`config.mk`:
```
export PLATFORM = sky130hd
export DESIGN_NAME = led_sweep_fade_dither_flat
export DESIGN_NICKNAME = d
export VERILOG_FILES = /design/src/hw/rtl/lsf_pkg.sv /design/src/hw/rtl/lsf_in_if.sv /design/src/hw/rtl/lsf_out_if.sv /design/src/hw/rtl/lsf_front.sv /design/src/hw/rtl/lsf_queue.sv /design/src/hw/rtl/lsf_div.sv /design/src/hw/rtl/lsf_back.sv /design/src/hw/rtl/led_sweep_fade_dither.sv /design/src/flat_wrapper.sv
export SDC_FILE = /design/constraint.sdc
export NUM_CORES = 2
export LEC_CHECK = 0
export ABC_AREA = 1
export BUFFER_PORTS_ARGS = -buffer_cell sky130_fd_sc_hd__buf_2
export CAP_MARGIN = 20
export CORE_MARGIN = 2
export CORE_UTILIZATION = 30
export CTS_CLUSTER_SIZE = 24
export DETAILED_ROUTE_END_ITERATION = 8
export PLACE_DENSITY = 0.4
export SETUP_SLACK_MARGIN = 0.2
export SLEW_MARGIN = 20
export SYNTH_ARGS = -nofsm -noshare
export SYNTH_HDL_FRONTEND = slang
export SYNTH_SLANG_ARGS = --single-unit
export TNS_END_PERCENT = 10
```
`constraint.sdc`:
```
create_clock -name clk -period 11.4 [get_ports clk]
set_input_delay 0.57 -clock clk [delete_from_list [all_inputs] [get_ports clk]]
set_output_delay 0.57 -clock clk [all_outputs]
set_load 0.02 [all_outputs]
```
`src/hw/rtl/lsf_pkg.sv`:
```
// Shared types, constants and register codes for the sweeping fade dither block.
// No dependencies; the core modules and the testbench import this package.
`timescale 1ns / 1ps

package lsf_pkg;

  localparam int SLOTS  = 128;
  localparam int SLOT_W = $clog2(SLOTS);
  localparam int QDEPTH = 2;
  localparam int QPTR_W = $clog2(QDEPTH);

  // Bit-serial divider sizes.
  localparam int DIV_BITS_W = 20;
  localparam int DIV_DEN_W  = 16;
  localparam int DIV_CNT_W  = 5;
  localparam logic [DIV_CNT_W-1:0] HEAD_DIV_STEPS = 5'd17;
  localparam logic [DIV_CNT_W-1:0] FADE_DIV_STEPS = 5'd20;

  typedef enum logic [2:0] {
    CFG_MAX_LEVEL    = 3'd0,
    CFG_SWEEP_MS     = 3'd1,
    CFG_PAUSE_MS     = 3'd2,
    CFG_HALF_WIDTH   = 3'd3,
    CFG_BASE_LENGTH  = 3'd4,
    CFG_SPAWN_OFFSET = 3'd5
  } cfg_idx_t;

  localparam logic [7:0]  RST_MAX_LEVEL    = 8'd24;
  localparam logic [15:0] RST_SWEEP_MS     = 16'd10000;
  localparam logic [15:0] RST_PAUSE_MS     = 16'd2000;
  localparam logic [3:0]  RST_HALF_WIDTH   = 4'd2;
  localparam logic [7:0]  RST_BASE_LENGTH  = 8'd37;
  localparam logic [7:0]  RST_SPAWN_OFFSET = 8'd8;

  typedef struct packed {
    logic [7:0]  max_level;
    logic [15:0] sweep_len;
    logic [15:0] rest_len;
    logic [3:0]  fade_hw;
    logic [7:0]  base_length;
    logic [7:0]  spawn_offset;
  } cfg_t;

  // One classified pixel request, as the front hands it to the back.
  typedef struct packed {
    logic        in_sweep;
    logic [15:0] t;
    logic [6:0]  slot;
    logic [7:0]  position;
    logic        use_spawn;
  } q_entry_t;

  typedef struct packed {
    logic full;
    logic empty;
  } q_stat_t;

  typedef struct packed {
    logic                  start;
    logic [DIV_DEN_W-1:0]  rem_init;
    logic [DIV_BITS_W-1:0] bits;
    logic [DIV_DEN_W-1:0]  den;
    logic [DIV_CNT_W-1:0]  steps;
  } div_req_t;

  typedef struct packed {
    logic                  busy;
    logic [DIV_BITS_W-1:0] quo;
  } div_rsp_t;

  function automatic logic [SLOT_W-1:0] slot_index(input logic [6:0] slot);
    return SLOT_W'(32'(slot) % SLOTS);
  endfunction

endpackage

```
`src/hw/rtl/lsf_in_if.sv`:
```
// Pixel request channel: valid/ready handshake and the request payload.
// Depends on nothing.
`timescale 1ns / 1ps

interface lsf_in_if;
  logic        valid;
  logic        ready;
  logic [31:0] now_ms;
  logic [6:0]  slot;
  logic [7:0]  position;
  logic        use_spawn;

  modport source (output valid, now_ms, slot, position, use_spawn, input ready);
  modport sink   (input valid, now_ms, slot, position, use_spawn, output ready);
endinterface

```
`src/hw/rtl/lsf_out_if.sv`:
```
// Level result channel: valid/ready handshake and the result payload.
// Depends on nothing.
`timescale 1ns / 1ps

interface lsf_out_if;
  logic       valid;
  logic       ready;
  logic [6:0] slot_out;
  logic [7:0] level;

  modport source (output valid, slot_out, level, input ready);
  modport sink   (input valid, slot_out, level, output ready);
endinterface

```
`src/hw/rtl/lsf_front.sv`:
```
// Front end: accepts pixel requests, keeps the cycle start time and classifies
// each request as sweep or pause. Depends on lsf_pkg and lsf_in_if.
`timescale 1ns / 1ps

module lsf_front import lsf_pkg::*; (
  input  logic     clk,
  input  logic     rst,
  input  cfg_t     cfg,
  lsf_in_if.sink   req,
  input  q_stat_t  q_stat,
  output logic     push,
  output q_entry_t entry
);

  logic        started;
  logic [31:0] period_origin;
  logic [31:0] base;
  logic [31:0] elapsed;
  logic [16:0] limit;
  logic        restart;
  logic [31:0] t_eff;

  always_comb begin
    base    = started ? period_origin : req.now_ms;
    elapsed = req.now_ms - base;
    limit   = {1'b0, cfg.sweep_len} + {1'b0, cfg.rest_len};
    restart = elapsed > {15'd0, limit};
    t_eff   = restart ? 32'd0 : elapsed;

    entry.in_sweep  = t_eff < {16'd0, cfg.sweep_len};
    entry.t         = t_eff[15:0];
    entry.slot      = req.slot;
    entry.position  = req.position;
    entry.use_spawn = req.use_spawn;
  end

  assign req.ready = !q_stat.full;
  assign push      = req.valid && !q_stat.full;

  always_ff @(posedge clk) begin
    if (rst) begin
      started       <= 1'b0;
      period_origin <= '0;
    end else if (push) begin
      started <= 1'b1;
      if (!started || restart) begin
        period_origin <= req.now_ms;
      end
    end
  end

endmodule

```
`src/hw/rtl/lsf_queue.sv`:
```
// Short FIFO of classified requests between the front and the back.
// Depends on lsf_pkg.
`timescale 1ns / 1ps

module lsf_queue import lsf_pkg::*; (
  input  logic     clk,
  input  logic     rst,
  input  logic     push,
  input  q_entry_t din,
  input  logic     pop,
  output q_entry_t dout,
  output q_stat_t  stat
);

  q_entry_t                entries [QDEPTH];
  logic [QPTR_W-1:0]       wr_ptr;
  logic [QPTR_W-1:0]       rd_ptr;
  logic [$clog2(QDEPTH+1)-1:0] count;

  assign stat.full  = count == ($clog2(QDEPTH+1))'(QDEPTH);
  assign stat.empty = count == '0;
  assign dout       = entries[rd_ptr];

  always_ff @(posedge clk) begin
    if (push) begin
      entries[wr_ptr] <= din;
    end
  end

  always_ff @(posedge clk) begin
    if (rst) begin
      wr_ptr <= '0;
      rd_ptr <= '0;
      count  <= '0;
    end else begin
      if (push) begin
        wr_ptr <= (wr_ptr == QPTR_W'(QDEPTH - 1)) ? '0 : wr_ptr + 1'b1;
      end
      if (pop) begin
        rd_ptr <= (rd_ptr == QPTR_W'(QDEPTH - 1)) ? '0 : rd_ptr + 1'b1;
      end
      if (push && !pop) begin
        count <= count + 1'b1;
      end else if (pop && !push) begin
        count <= count - 1'b1;
      end
    end
  end

endmodule

```
`src/hw/rtl/lsf_div.sv`:
```
// Restoring divider that retires one quotient bit per cycle, shared by the
// head position and fade level divisions. Depends on lsf_pkg.
`timescale 1ns / 1ps

module lsf_div import lsf_pkg::*; (
  input  logic     clk,
  input  logic     rst,
  input  div_req_t dreq,
  output div_rsp_t drsp
);

  logic [DIV_DEN_W-1:0]  rem;
  logic [DIV_BITS_W-1:0] bits;
  logic [DIV_DEN_W-1:0]  den;
  logic [DIV_CNT_W-1:0]  cnt;
  logic [DIV_BITS_W-1:0] quo;
  logic                  busy;
  logic [DIV_DEN_W:0]    trial;
  logic                  ge;
  logic [DIV_DEN_W:0]    rem_next;

  always_comb begin
    trial    = {rem, bits[DIV_BITS_W-1]};
    ge       = trial >= {1'b0, den};
    rem_next = ge ? trial - {1'b0, den} : trial;
  end

  always_ff @(posedge clk) begin
    if (rst) begin
      busy <= 1'b0;
      cnt  <= '0;
    end else if (dreq.start) begin
      busy <= 1'b1;
      cnt  <= dreq.steps;
      rem  <= dreq.rem_init;
      bits <= dreq.bits;
      den  <= dreq.den;
      quo  <= '0;
    end else if (busy) begin
      rem  <= rem_next[DIV_DEN_W-1:0];
      bits <= {bits[DIV_BITS_W-2:0], 1'b0};
      quo  <= {quo[DIV_BITS_W-2:0], ge};
      cnt  <= cnt - 1'b1;
      if (cnt == DIV_CNT_W'(1)) begin
        busy <= 1'b0;
      end
    end
  end

  assign drsp.busy = busy;
  assign drsp.quo  = quo;

endmodule

```
`src/hw/rtl/lsf_back.sv`:
```
// Back end: head position, triangular fade and delta-sigma stage for one
// request at a time, with the remainder memory and the result register.
// Depends on lsf_pkg, lsf_out_if and the shared divider.
`timescale 1ns / 1ps

module lsf_back import lsf_pkg::*; (
  input  logic     clk,
  input  logic     rst,
  input  cfg_t     cfg,
  input  q_entry_t q_dout,
  input  q_stat_t  q_stat,
  output logic     pop,
  output div_req_t dreq,
  input  div_rsp_t drsp,
  lsf_out_if.source rsp
);

  typedef enum logic [2:0] {
    S_IDLE,
    S_MUL,
    S_DIV1,
    S_FADE,
    S_HIT,
    S_DIV2,
    S_EMIT
  } state_t;

  state_t            state;
  q_entry_t          cur;
  logic [SLOT_W-1:0] cur_idx;
  logic [SLOT_W-1:0] pop_idx;
  logic [18:0]       sep;
  logic [15:0]       target;
  logic [7:0]        rem_rd;
  logic              out_valid;
  logic [6:0]        out_slot;
  logic [7:0]        out_level;

  logic [7:0]        rem_mem [SLOTS];
  logic [SLOTS-1:0]  rem_vld;

  logic [8:0]        travel;
  logic [24:0]       prod;
  logic [32:0]       num1;
  logic [8:0]        rest_pos;
  logic signed [19:0] head;
  logic signed [19:0] head_sp;
  logic signed [19:0] diff;
  logic [11:0]       span;
  logic              hit;
  logic [11:0]       closeness;
  logic [19:0]       num2;
  logic [15:0]       acc;
  logic              out_free;
  logic              mem_wr;

  always_comb begin
    pop     = (state == S_IDLE) && !q_stat.empty;
    pop_idx = slot_index(q_dout.slot);

    travel = {1'b0, cfg.base_length} + {4'd0, cfg.fade_hw, 1'b0};
    prod   = {16'd0, travel} * {9'd0, cur.t};
    num1   = {prod, 8'd0};

    // Head position in Q8 LED units.
    rest_pos = {1'b0, cfg.base_length} + {5'd0, cfg.fade_hw};
    if (cur.in_sweep) begin
      head = $signed({3'd0, drsp.quo[16:0]}) - $signed({8'd0, cfg.fade_hw, 8'd0});
    end else begin
      head = $signed({3'd0, rest_pos, 8'd0});
    end
    head_sp = cur.use_spawn ? head - $signed({4'd0, cfg.spawn_offset, 8'd0}) : head;
    diff    = head_sp - $signed({4'd0, cur.position, 8'd0});

    span      = {cfg.fade_hw, 8'd0};
    hit       = (cfg.fade_hw != 4'd0) && (sep < {7'd0, span});
    closeness = span - sep[11:0];
    num2      = {12'd0, cfg.max_level} * {8'd0, closeness};

    dreq = '0;
    if (state == S_MUL && cur.in_sweep) begin
      dreq.start    = 1'b1;
      dreq.rem_init = num1[32:17];
      dreq.bits     = {num1[16:0], 3'd0};
      dreq.den      = cfg.sweep_len;
      dreq.steps    = HEAD_DIV_STEPS;
    end else if (state == S_HIT && hit) begin
      dreq.start    = 1'b1;
      dreq.rem_init = '0;
      dreq.bits     = num2;
      dreq.den      = {12'd0, cfg.fade_hw};
      dreq.steps    = FADE_DIV_STEPS;
    end

    acc      = {8'd0, rem_rd} + target;
    out_free = !out_valid || rsp.ready;
    mem_wr   = (state == S_EMIT) && out_free;
  end

  // Remainder memory; an entry never written since reset reads as zero.
  always_ff @(posedge clk) begin
    if (mem_wr) begin
      rem_mem[cur_idx] <= acc[7:0];
    end
    if (pop) begin
      rem_rd <= rem_vld[pop_idx] ? rem_mem[pop_idx] : 8'd0;
    end
  end

  always_ff @(posedge clk) begin
    if (rst) begin
      state     <= S_IDLE;
      out_valid <= 1'b0;
      rem_vld   <= '0;
    end else begin
      if (mem_wr) begin
        out_valid <= 1'b1;
      end else if (out_valid && rsp.ready) begin
        out_valid <= 1'b0;
      end
      case (state)
        S_IDLE: begin
          if (!q_stat.empty) begin
            cur     <= q_dout;
            cur_idx <= pop_idx;
            state   <= S_MUL;
          end
        end
        S_MUL: begin
          state <= cur.in_sweep ? S_DIV1 : S_FADE;
        end
        S_DIV1: begin
          if (!drsp.busy) begin
            state <= S_FADE;
          end
        end
        S_FADE: begin
          sep   <= diff[19] ? 19'(-diff) : diff[18:0];
          state <= S_HIT;
        end
        S_HIT: begin
          if (hit) begin
            state <= S_DIV2;
          end else begin
            target <= '0;
            state  <= S_EMIT;
          end
        end
        S_DIV2: begin
          if (!drsp.busy) begin
            target <= drsp.quo[15:0];
            state  <= S_EMIT;
          end
        end
        S_EMIT: begin
          if (out_free) begin
            out_slot         <= cur.slot;
            out_level        <= acc[15:8];
            rem_vld[cur_idx] <= 1'b1;
            state            <= S_IDLE;
          end
        end
        default: begin
          state <= S_IDLE;
        end
      endcase
    end
  end

  assign rsp.valid    = out_valid;
  assign rsp.slot_out = out_slot;
  assign rsp.level    = out_level;

endmodule

```
`src/hw/rtl/led_sweep_fade_dither.sv`:
```
// Sweeping head fade with per-slot first-order delta-sigma dither.
// The time from request beat to result beat is set by the bit-serial divisions
// (17 and 20 steps): head position in the sweep, fade level inside the fade.
// The back end works on one request at a time while two queue entries let the
// front take requests. Synchronous active-high reset restores the register
// defaults, zeroes all remainders and clears the cycle start.
`timescale 1ns / 1ps

module led_sweep_fade_dither import lsf_pkg::*; (
  input  logic        clk,
  input  logic        rst,
  lsf_in_if.sink      req,
  lsf_out_if.source   rsp,
  input  logic        cfg_we,
  input  logic [2:0]  cfg_index,
  input  logic [15:0] cfg_data
);

  cfg_t     cfg;
  logic     push;
  logic     pop;
  q_entry_t q_din;
  q_entry_t q_dout;
  q_stat_t  q_stat;
  div_req_t dreq;
  div_rsp_t drsp;

  always_ff @(posedge clk) begin
    if (rst) begin
      cfg.max_level    <= RST_MAX_LEVEL;
      cfg.sweep_len    <= RST_SWEEP_MS;
      cfg.rest_len     <= RST_PAUSE_MS;
      cfg.fade_hw      <= RST_HALF_WIDTH;
      cfg.base_length  <= RST_BASE_LENGTH;
      cfg.spawn_offset <= RST_SPAWN_OFFSET;
    end else if (cfg_we) begin
      case (cfg_idx_t'(cfg_index))
        CFG_MAX_LEVEL:    cfg.max_level    <= cfg_data[7:0];
        CFG_SWEEP_MS:     cfg.sweep_len    <= cfg_data;
        CFG_PAUSE_MS:     cfg.rest_len     <= cfg_data;
        CFG_HALF_WIDTH:   cfg.fade_hw      <= cfg_data[3:0];
        CFG_BASE_LENGTH:  cfg.base_length  <= cfg_data[7:0];
        CFG_SPAWN_OFFSET: cfg.spawn_offset <= cfg_data[7:0];
        default: begin
        end
      endcase
    end
  end

  lsf_front u_front (
    .clk    (clk),
    .rst    (rst),
    .cfg    (cfg),
    .req    (req),
    .q_stat (q_stat),
    .push   (push),
    .entry  (q_din)
  );

  lsf_queue u_queue (
    .clk  (clk),
    .rst  (rst),
    .push (push),
    .din  (q_din),
    .pop  (pop),
    .dout (q_dout),
    .stat (q_stat)
  );

  lsf_div u_div (
    .clk  (clk),
    .rst  (rst),
    .dreq (dreq),
    .drsp (drsp)
  );

  lsf_back u_back (
    .clk    (clk),
    .rst    (rst),
    .cfg    (cfg),
    .q_dout (q_dout),
    .q_stat (q_stat),
    .pop    (pop),
    .dreq   (dreq),
    .drsp   (drsp),
    .rsp    (rsp)
  );

endmodule

```
`src/flat_wrapper.sv`:
```
// flat-port wrapper written by rule: the top's interface ports become plain ports
module led_sweep_fade_dither_flat import lsf_pkg::*;
  (clk, rst, cfg_we, cfg_index, cfg_data, req_valid, req_now_ms, req_slot, req_position, req_use_spawn, req_ready, rsp_valid, rsp_slot_out, rsp_level, rsp_ready);
  lsf_in_if req_i ();
  lsf_out_if rsp_i ();
  input  logic clk;
  input  logic rst;
  input  logic cfg_we;
  input  logic [2:0] cfg_index;
  input  logic [15:0] cfg_data;
  input wire logic [$bits(req_i.valid)-1:0] req_valid;
  input wire logic [$bits(req_i.now_ms)-1:0] req_now_ms;
  input wire logic [$bits(req_i.slot)-1:0] req_slot;
  input wire logic [$bits(req_i.position)-1:0] req_position;
  input wire logic [$bits(req_i.use_spawn)-1:0] req_use_spawn;
  output wire logic [$bits(req_i.ready)-1:0] req_ready;
  output wire logic [$bits(rsp_i.valid)-1:0] rsp_valid;
  output wire logic [$bits(rsp_i.slot_out)-1:0] rsp_slot_out;
  output wire logic [$bits(rsp_i.level)-1:0] rsp_level;
  input wire logic [$bits(rsp_i.ready)-1:0] rsp_ready;
  assign req_i.valid = req_valid;
  assign req_i.now_ms = req_now_ms;
  assign req_i.slot = req_slot;
  assign req_i.position = req_position;
  assign req_i.use_spawn = req_use_spawn;
  assign req_ready = req_i.ready;
  assign rsp_valid = rsp_i.valid;
  assign rsp_slot_out = rsp_i.slot_out;
  assign rsp_level = rsp_i.level;
  assign rsp_i.ready = rsp_ready;
  led_sweep_fade_dither u_core (.clk(clk), .rst(rst), .req(req_i), .rsp(rsp_i), .cfg_we(cfg_we), .cfg_index(cfg_index), .cfg_data(cfg_data));
endmodule
```
======== Word level (Yosys, flattened, before mapping) ========
Memory sizes are Yosys's and may differ from the RTL's. A register that Yosys moved wholly into a read port is not among the register bits.
Index checks and enable logic that the tools add are counted.
operators by class
  add/subtract/negate cells ............... 16
  order comparisons ....................... 7
  $mul .................................... 2
  equality and inequality tests ........... 18
  bitwise gates (word level) .............. 3
  muxes and demuxes ....................... 44
  reductions and logical operators ........ 42
operator list
  cell                                                                           count
  128-bit bitwise OR                                                             1
  58-bit two-way mux                                                             2
  16-bit two-way mux                                                             5
  20-bit two-way mux                                                             4
  32-bit two-way mux                                                             2
  20-bit by 17-bit subtractor with 20-bit output                                 2
  32-bit by 17-bit greater-than comparator with 1-bit output                     1
  32-bit by 16-bit less-than comparator with 1-bit output                        1
  16-bit one-hot mux with 2 select lines                                         1
  32-bit subtractor                                                              1
  9-bit by 16-bit multiplier with 25-bit output                                  1
  2-bit AND reduction                                                            11
  3-bit one-hot mux with 7 select lines                                          1
  8-bit by 12-bit multiplier with 20-bit output                                  1
  19-bit by 12-bit less-than comparator with 1-bit output                        1
  19-bit two-way mux                                                             1
  19-bit negation                                                                1
  17-bit by 12-bit subtractor with 18-bit output                                 1
  16-bit by 16-bit adder with 17-bit output                                      1
  17-bit by 16-bit >= comparator with 1-bit output                               1
  17-bit two-way mux                                                             1
  8-bit by 16-bit adder with 16-bit output                                       1
  7-bit by 8-bit less-than comparator with 1-bit output (second input constant)  2
  1-bit two-way mux                                                              16
  30 further kinds                                                               72
word-level totals
  flip-flop bits (word level) ............. 387
  memory bits (writable) .................. 1090
  memories ................................ 2
  input port bits ......................... 72
  logic and storage cells ................. 163
  output and inout port bits .............. 17
memory list
  memory                  depth  bits a word  read ports  clocked after Yosys merged registers in  write ports  line             text
  u_core.u_back.rem_mem   128    8            1           1                                        1            lsf_back.sv:39   logic [7:0] rem_mem [SLOTS];
  u_core.u_queue.entries  2      33           1           1                                        1            lsf_queue.sv:15  q_entry_t entries [QDEPTH];

======== Logic depth before layout (Yosys ltp) ========
  depth after elaboration ................. 7
  mapped depth ............................ 35
  depth with buffers taken out ............ 34

======== By module ========
Synthesis repeated with hierarchy kept, for this count alone.
unflattened totals
  cell total of the unflattened synthesis .. 7462
  area total of the unflattened synthesis .. 74617.8 µm²
by module, submodules not included
  module                 seq. area each (µm²)  cells an instance  times used  area each (µm²)
  lsf_back               36124.6               5464               1           59286.9
  lsf_front              660.6                 993                1           5744.3
  lsf_div                2282.2                532                1           4446.8
  lsf_queue              2082.0                136                1           2763.9
  led_sweep_fade_dither  1201.2                337                1           2376.0

======== Worst setup path after synthesis ========
OpenSTA, ideal clock, no wires.
  kind .................................... reg2reg
  start ................................... reg u_core.cfg[16] (netlist name)
  end ..................................... reg u_core.u_div.rem[13], data pin
  period minus slack after synthesis ...... 5.948 ns
  data required time ...................... 11.145 ns
  setup time .............................. 0.255 ns
  data arrival time ....................... 5.693 ns
  buffers on the path ..................... 1
  path slack .............................. 5.452 ns
  cell stages (with the launch flop) ...... 30
  cell sequence ........................... dfxtp_1 -> ha_1 -> inv_1 -> fa_1 -> nor2_1 -> o21ai_0 -> nand2_1 -> xor2_1 -> inv_1 -> clkbuf_1 -> nor2_1 -> fa_1 -> fa_1 -> fa_1 -> inv_1 -> fa_1 -> inv_1 -> ha_1 -> a21oi_1 -> a21boi_1 -> o21ai_0 -> inv_1 -> o21a_1 -> inv_1 -> a21oi_1 -> o21ai_1 -> a21boi_0 -> nand2_1 -> nand3_1 -> nand2_1
between the ends
  word-level cells in the longest chain between the ends .. 6
  elaborated cells between the ends (all ways) .. 9
  those cells by class .................... add/sub (1); mul (1); order compare (1); mux (3); reduce/logical (3)
ends and longest elaborated chain
  item                                                                                                   line            text
  parallel branches: the longest is 4 deep, another holds 9-bit by 16-bit multiplier with 25-bit output  n/a
  58-bit two-way mux *                                                                                   lsf_back.sv:81  if (state == S_MUL && cur.in_sweep) begin
  16-bit two-way mux *                                                                                   lsf_div.sv:32   end else if (dreq.start) begin
  end signal: assignment                                                                                 lsf_div.sv:35   rem <= dreq.rem_init;
  end signal: assignment                                                                                 lsf_div.sv:40   rem <= rem_next[DIV_DEN_W-1:0];
  end: declaration                                                                                       lsf_div.sv:12   logic [DIV_DEN_W-1:0] rem;
Every way passes the cells marked *.
A chain may end at the register's enable or synchronous reset.

======== Worst setup path in the final report ========
  start ................................... reg u_core.cfg[16] (netlist name)
  end ..................................... reg u_core.u_div.rem[13], data pin
between the ends
  word-level cells in the longest chain between the ends .. 6
  elaborated cells between the ends (all ways) .. 9
  those cells by class .................... add/sub (1); mul (1); order compare (1); mux (3); reduce/logical (3)
ends and longest elaborated chain
  item                                                                                                   line
  parallel branches: the longest is 4 deep, another holds 9-bit by 16-bit multiplier with 25-bit output  n/a
  58-bit two-way mux *                                                                                   lsf_back.sv:81
  16-bit two-way mux *                                                                                   lsf_div.sv:32
Marked as above.

==> results.tsv <==
metric	value	unit
status	complete, no violations	
synth_largest_type_area_fraction	51.9	%
hold_depth	1	
die-area	0.245	mm2
finalPower	22300	uW
post_drt_wl_per_cell	22.0	um
portion_of_the_clock_cycle_consumed_by_the_worst_path_in_the_final_layout	59.2	%
yosys-mux-area-fraction	0.401	%
max-slew-margin-rel	26.8	%
path_clk_slew	60	ps
cp.required	11930	ps
nets	7481	
power.share.sequential	35.3	%
synth_top_flop_cell	sky130_fd_sc_hd__edfxtp_1	
gp_routability_congestion	0.855	
viasPerCell	4.92	
tritoncts	yes	
power.static_leakage	0.0304	uW
ff2ff_path_depth	28	
grt_first_pass_wirelength	337	mm
finalSetupViolCount	0	
initial_core_util	30.1	%
path_max_fanout	9	
maxSlewViolCount	0	
tritoncts.num_buffers	170	
post-dp-hpwl	146	mm
timing.clock.skew	45.9	ps
synth_adder_area_share	8.59	%
synth_cell_types	68	
worst-setup-path-type	flip-flop to flip-flop	
critical_path.top_delay_family	adder cells	
maxCapViolations	0	
slowest_delay	540	ps
die_x	495	um
placed_cells	9980	
min_period	6750	ps
ys_async_sr_fraction	0	%
placement.io_buffers	88	
remaining_drc_errors	0	
overflow	0	
synth_compound_gate_area_share	11.2	%
synth-warning-count	0	
synthesis.instances	6966	
post_cts_buffers	0	
core_area	0.240	mm2
cts_buffer_depth	3	
endpoint_kind	flip-flop	
power.internal	13100	uW
drive_gt1_share	7.18	%
syn2layout_area_growth	13.3	%
critPathSlowestCell	sky130_fd_sc_hd__fa_1	
rows	180	
max_freq	148	MHz
drtPass1Iterations	5	
synth_seq_area_share	58.4	%
stdcell_area	0.0820	mm2
worst-endpoint-arrival	7280	ps
netlist.top_cell.by_area	sky130_fd_sc_hd__edfxtp_1	
power_density	271	mW/mm2
ys_top_cells_by_area	sky130_fd_sc_hd__edfxtp_1, sky130_fd_sc_hd__nor2_1, sky130_fd_sc_hd__dfxtp_1	
antenna_found_initial	14	
dr_total_vias	50900	
clock_sink_count	1486	
critical_path_buf_inv_count	5	
grt_start_max_net_pins	176	
finalHoldViolCount	0	
power.net_switching	9180	uW
synth_simple_gate_area_share	14.4	%
via_count_of_the_first_global_routing_pass	49900	
hold_fix_buffer_count_after_cts	44	
timing.setup.tns	0	ps
grt_setup_unrepaired	false	
grt_use_total	18.3	%
skew_pair_late_insertion_delay	820	ps
cts.htree.levels	4	
place_area	0.0761	mm2
synthMostInstantiatedCell	sky130_fd_sc_hd__nor2_1	
netlist_area	0.0724	mm2
syn_avg_cell_area	10.4	um2
stages_on_worst_setup_path	28	
io_pins	89	
antenna_nets_post_route	0	
cts_repair_resize_count	0	
hp-class	input port to flip-flop	
synth_enable_flop_cells	1250	
combinationalPowerShare	40.4	%
clock_power_share	24.3	%
netSwitchingFraction	41.2	%
yosys_register_bits	1486	
irDropWorstVdd	0.000316	V
ys_top_cells_by_count	sky130_fd_sc_hd__nor2_1, sky130_fd_sc_hd__edfxtp_1, sky130_fd_sc_hd__nand2_1	
finalHoldWorstSlack	72.2	ps
die_height	495	um
yosys.area_share.xor_xnor	1.38	%
dominant_combinational_cell_family_by_area_after_synthesis	simple AND/OR/NAND/NOR gates	
cts_root_buffer	sky130_fd_sc_hd__clkbuf_16	
synth_fp_nets	7434	
routed_wl	228	mm
final-instance-count-excl-fill	10300	
dr.first_iter.drc_count	3787	
worst-slew-pin-transition	1090	ps
cp-start-kind	flip-flop	
-- per-layer routing --
layer	routed length [um]	GRT usage, %	vias to the layer above
li1	-	-	24200
met2	103000	28.8	1103
met4	4820	4.49	4
met1	110000	26.6	25400
met5	26	0	-
met3	10000	2.45	270
-- area by class of cell --
class / instances / area (um2)
Clock buffer: 251 / 4850
Timing Repair Buffer: 217 / 1570
Antenna cell: 3 / 7.51
Clock inverter: 67 / 642
Tap cell: 3185 / 3990
Multi-Input combinational cell: 4492 / 26200
Fill cell: 24300 / 158000
Sequential cell: 1486 / 42300
Inverter: 646 / 2460
-- final timing paths --
kind                         startpoint                            end  slack [ps]
setup / recovery         u_core.cfg[16]           u_core.u_div.rem[13]        4650
hold / removal              req_slot[2]  u_core.u_queue.entries[1][11]          70
setup reg to reg         u_core.cfg[16]           u_core.u_div.rem[13]        4650
hold reg to reg   u_core.u_queue.rd_ptr                      flip-flop         440
-- cell usage in the layout (no fill, tap or decap), types with 81 or more instances in the layout --
cell type / Yosys / routed
sky130_fd_sc_hd__inv_1: 620 / 617
sky130_fd_sc_hd__o211ai_1: 88 / 88
sky130_fd_sc_hd__o221ai_1: 195 / 195
sky130_fd_sc_hd__ha_1: 228 / 227
sky130_fd_sc_hd__clkbuf_16: 0 / 174
sky130_fd_sc_hd__nor2_1: 1402 / 1394
sky130_fd_sc_hd__nand2_1: 775 / 775
sky130_fd_sc_hd__nand3_1: 301 / 301
sky130_fd_sc_hd__buf_4: 13 / 81
sky130_fd_sc_hd__o21ai_1: 106 / 104
sky130_fd_sc_hd__o21ai_0: 629 / 629
sky130_fd_sc_hd__dfxtp_1: 236 / 234
sky130_fd_sc_hd__fa_1: 168 / 168
sky130_fd_sc_hd__a21oi_1: 170 / 170
sky130_fd_sc_hd__edfxtp_1: 1250 / 1250
sky130_fd_sc_hd__buf_2: 111 / 87
-- through the flow --
step | util, % | setup slack [ps]
3_5_place_dp | 31.7 | 4630
6_report | 34.1 | 4650
2_1_floorplan | - | 5450
4_1_cts | 34.1 | 4620
5_1_grt | 34.1 | 3970
3_3_place_gp | 31.6 | 4550
-- registers in the layout, indices dropped and copies added (netlist names), 2 cells and up, named ones only --
signal	count
u_core.u_div.bits	20
u_core.u_front.period_origin	32
u_core.u_div.den	16
u_core.u_back.cur	26
u_core.cfg	60
u_core.u_back.rsp.level	8
u_core.u_back.rem_rd	8
u_core.u_back.sep	19
u_core.u_queue.count	2
u_core.u_back.rem_vld	128
u_core.u_div.cnt	5
u_core.u_div.rem	16
u_core.u_back.state	3
u_core.u_queue.entries	66
u_core.u_back.target	16
u_core.u_back.cur_idx	7
u_core.u_back.rsp.slot_out	7
u_core.u_div.quo	17
u_core.u_back.rem_mem	1024
-- cell families after synthesis --
group,after synthesis
multiplexers,29
AO/OA/AOI/OAI,1355
buffers and inverters,988
AND/OR/NAND/NOR,2599
XOR/XNOR,113
adder cells (fa/ha/maj),396
flip-flops,1486
-- power groups by stage --
stage                     sequential [uW]  clock (uW)  combinational (uW)
after global placement               7980           0                9090
final                                7860        5400                8990
after floorplan                      8140           0                5570
after CTS                            7860        5580                9130
after global routing                 7890        5750               10000
after detailed placement             7980           0                9090
Power figures use the tool's default switching activity.
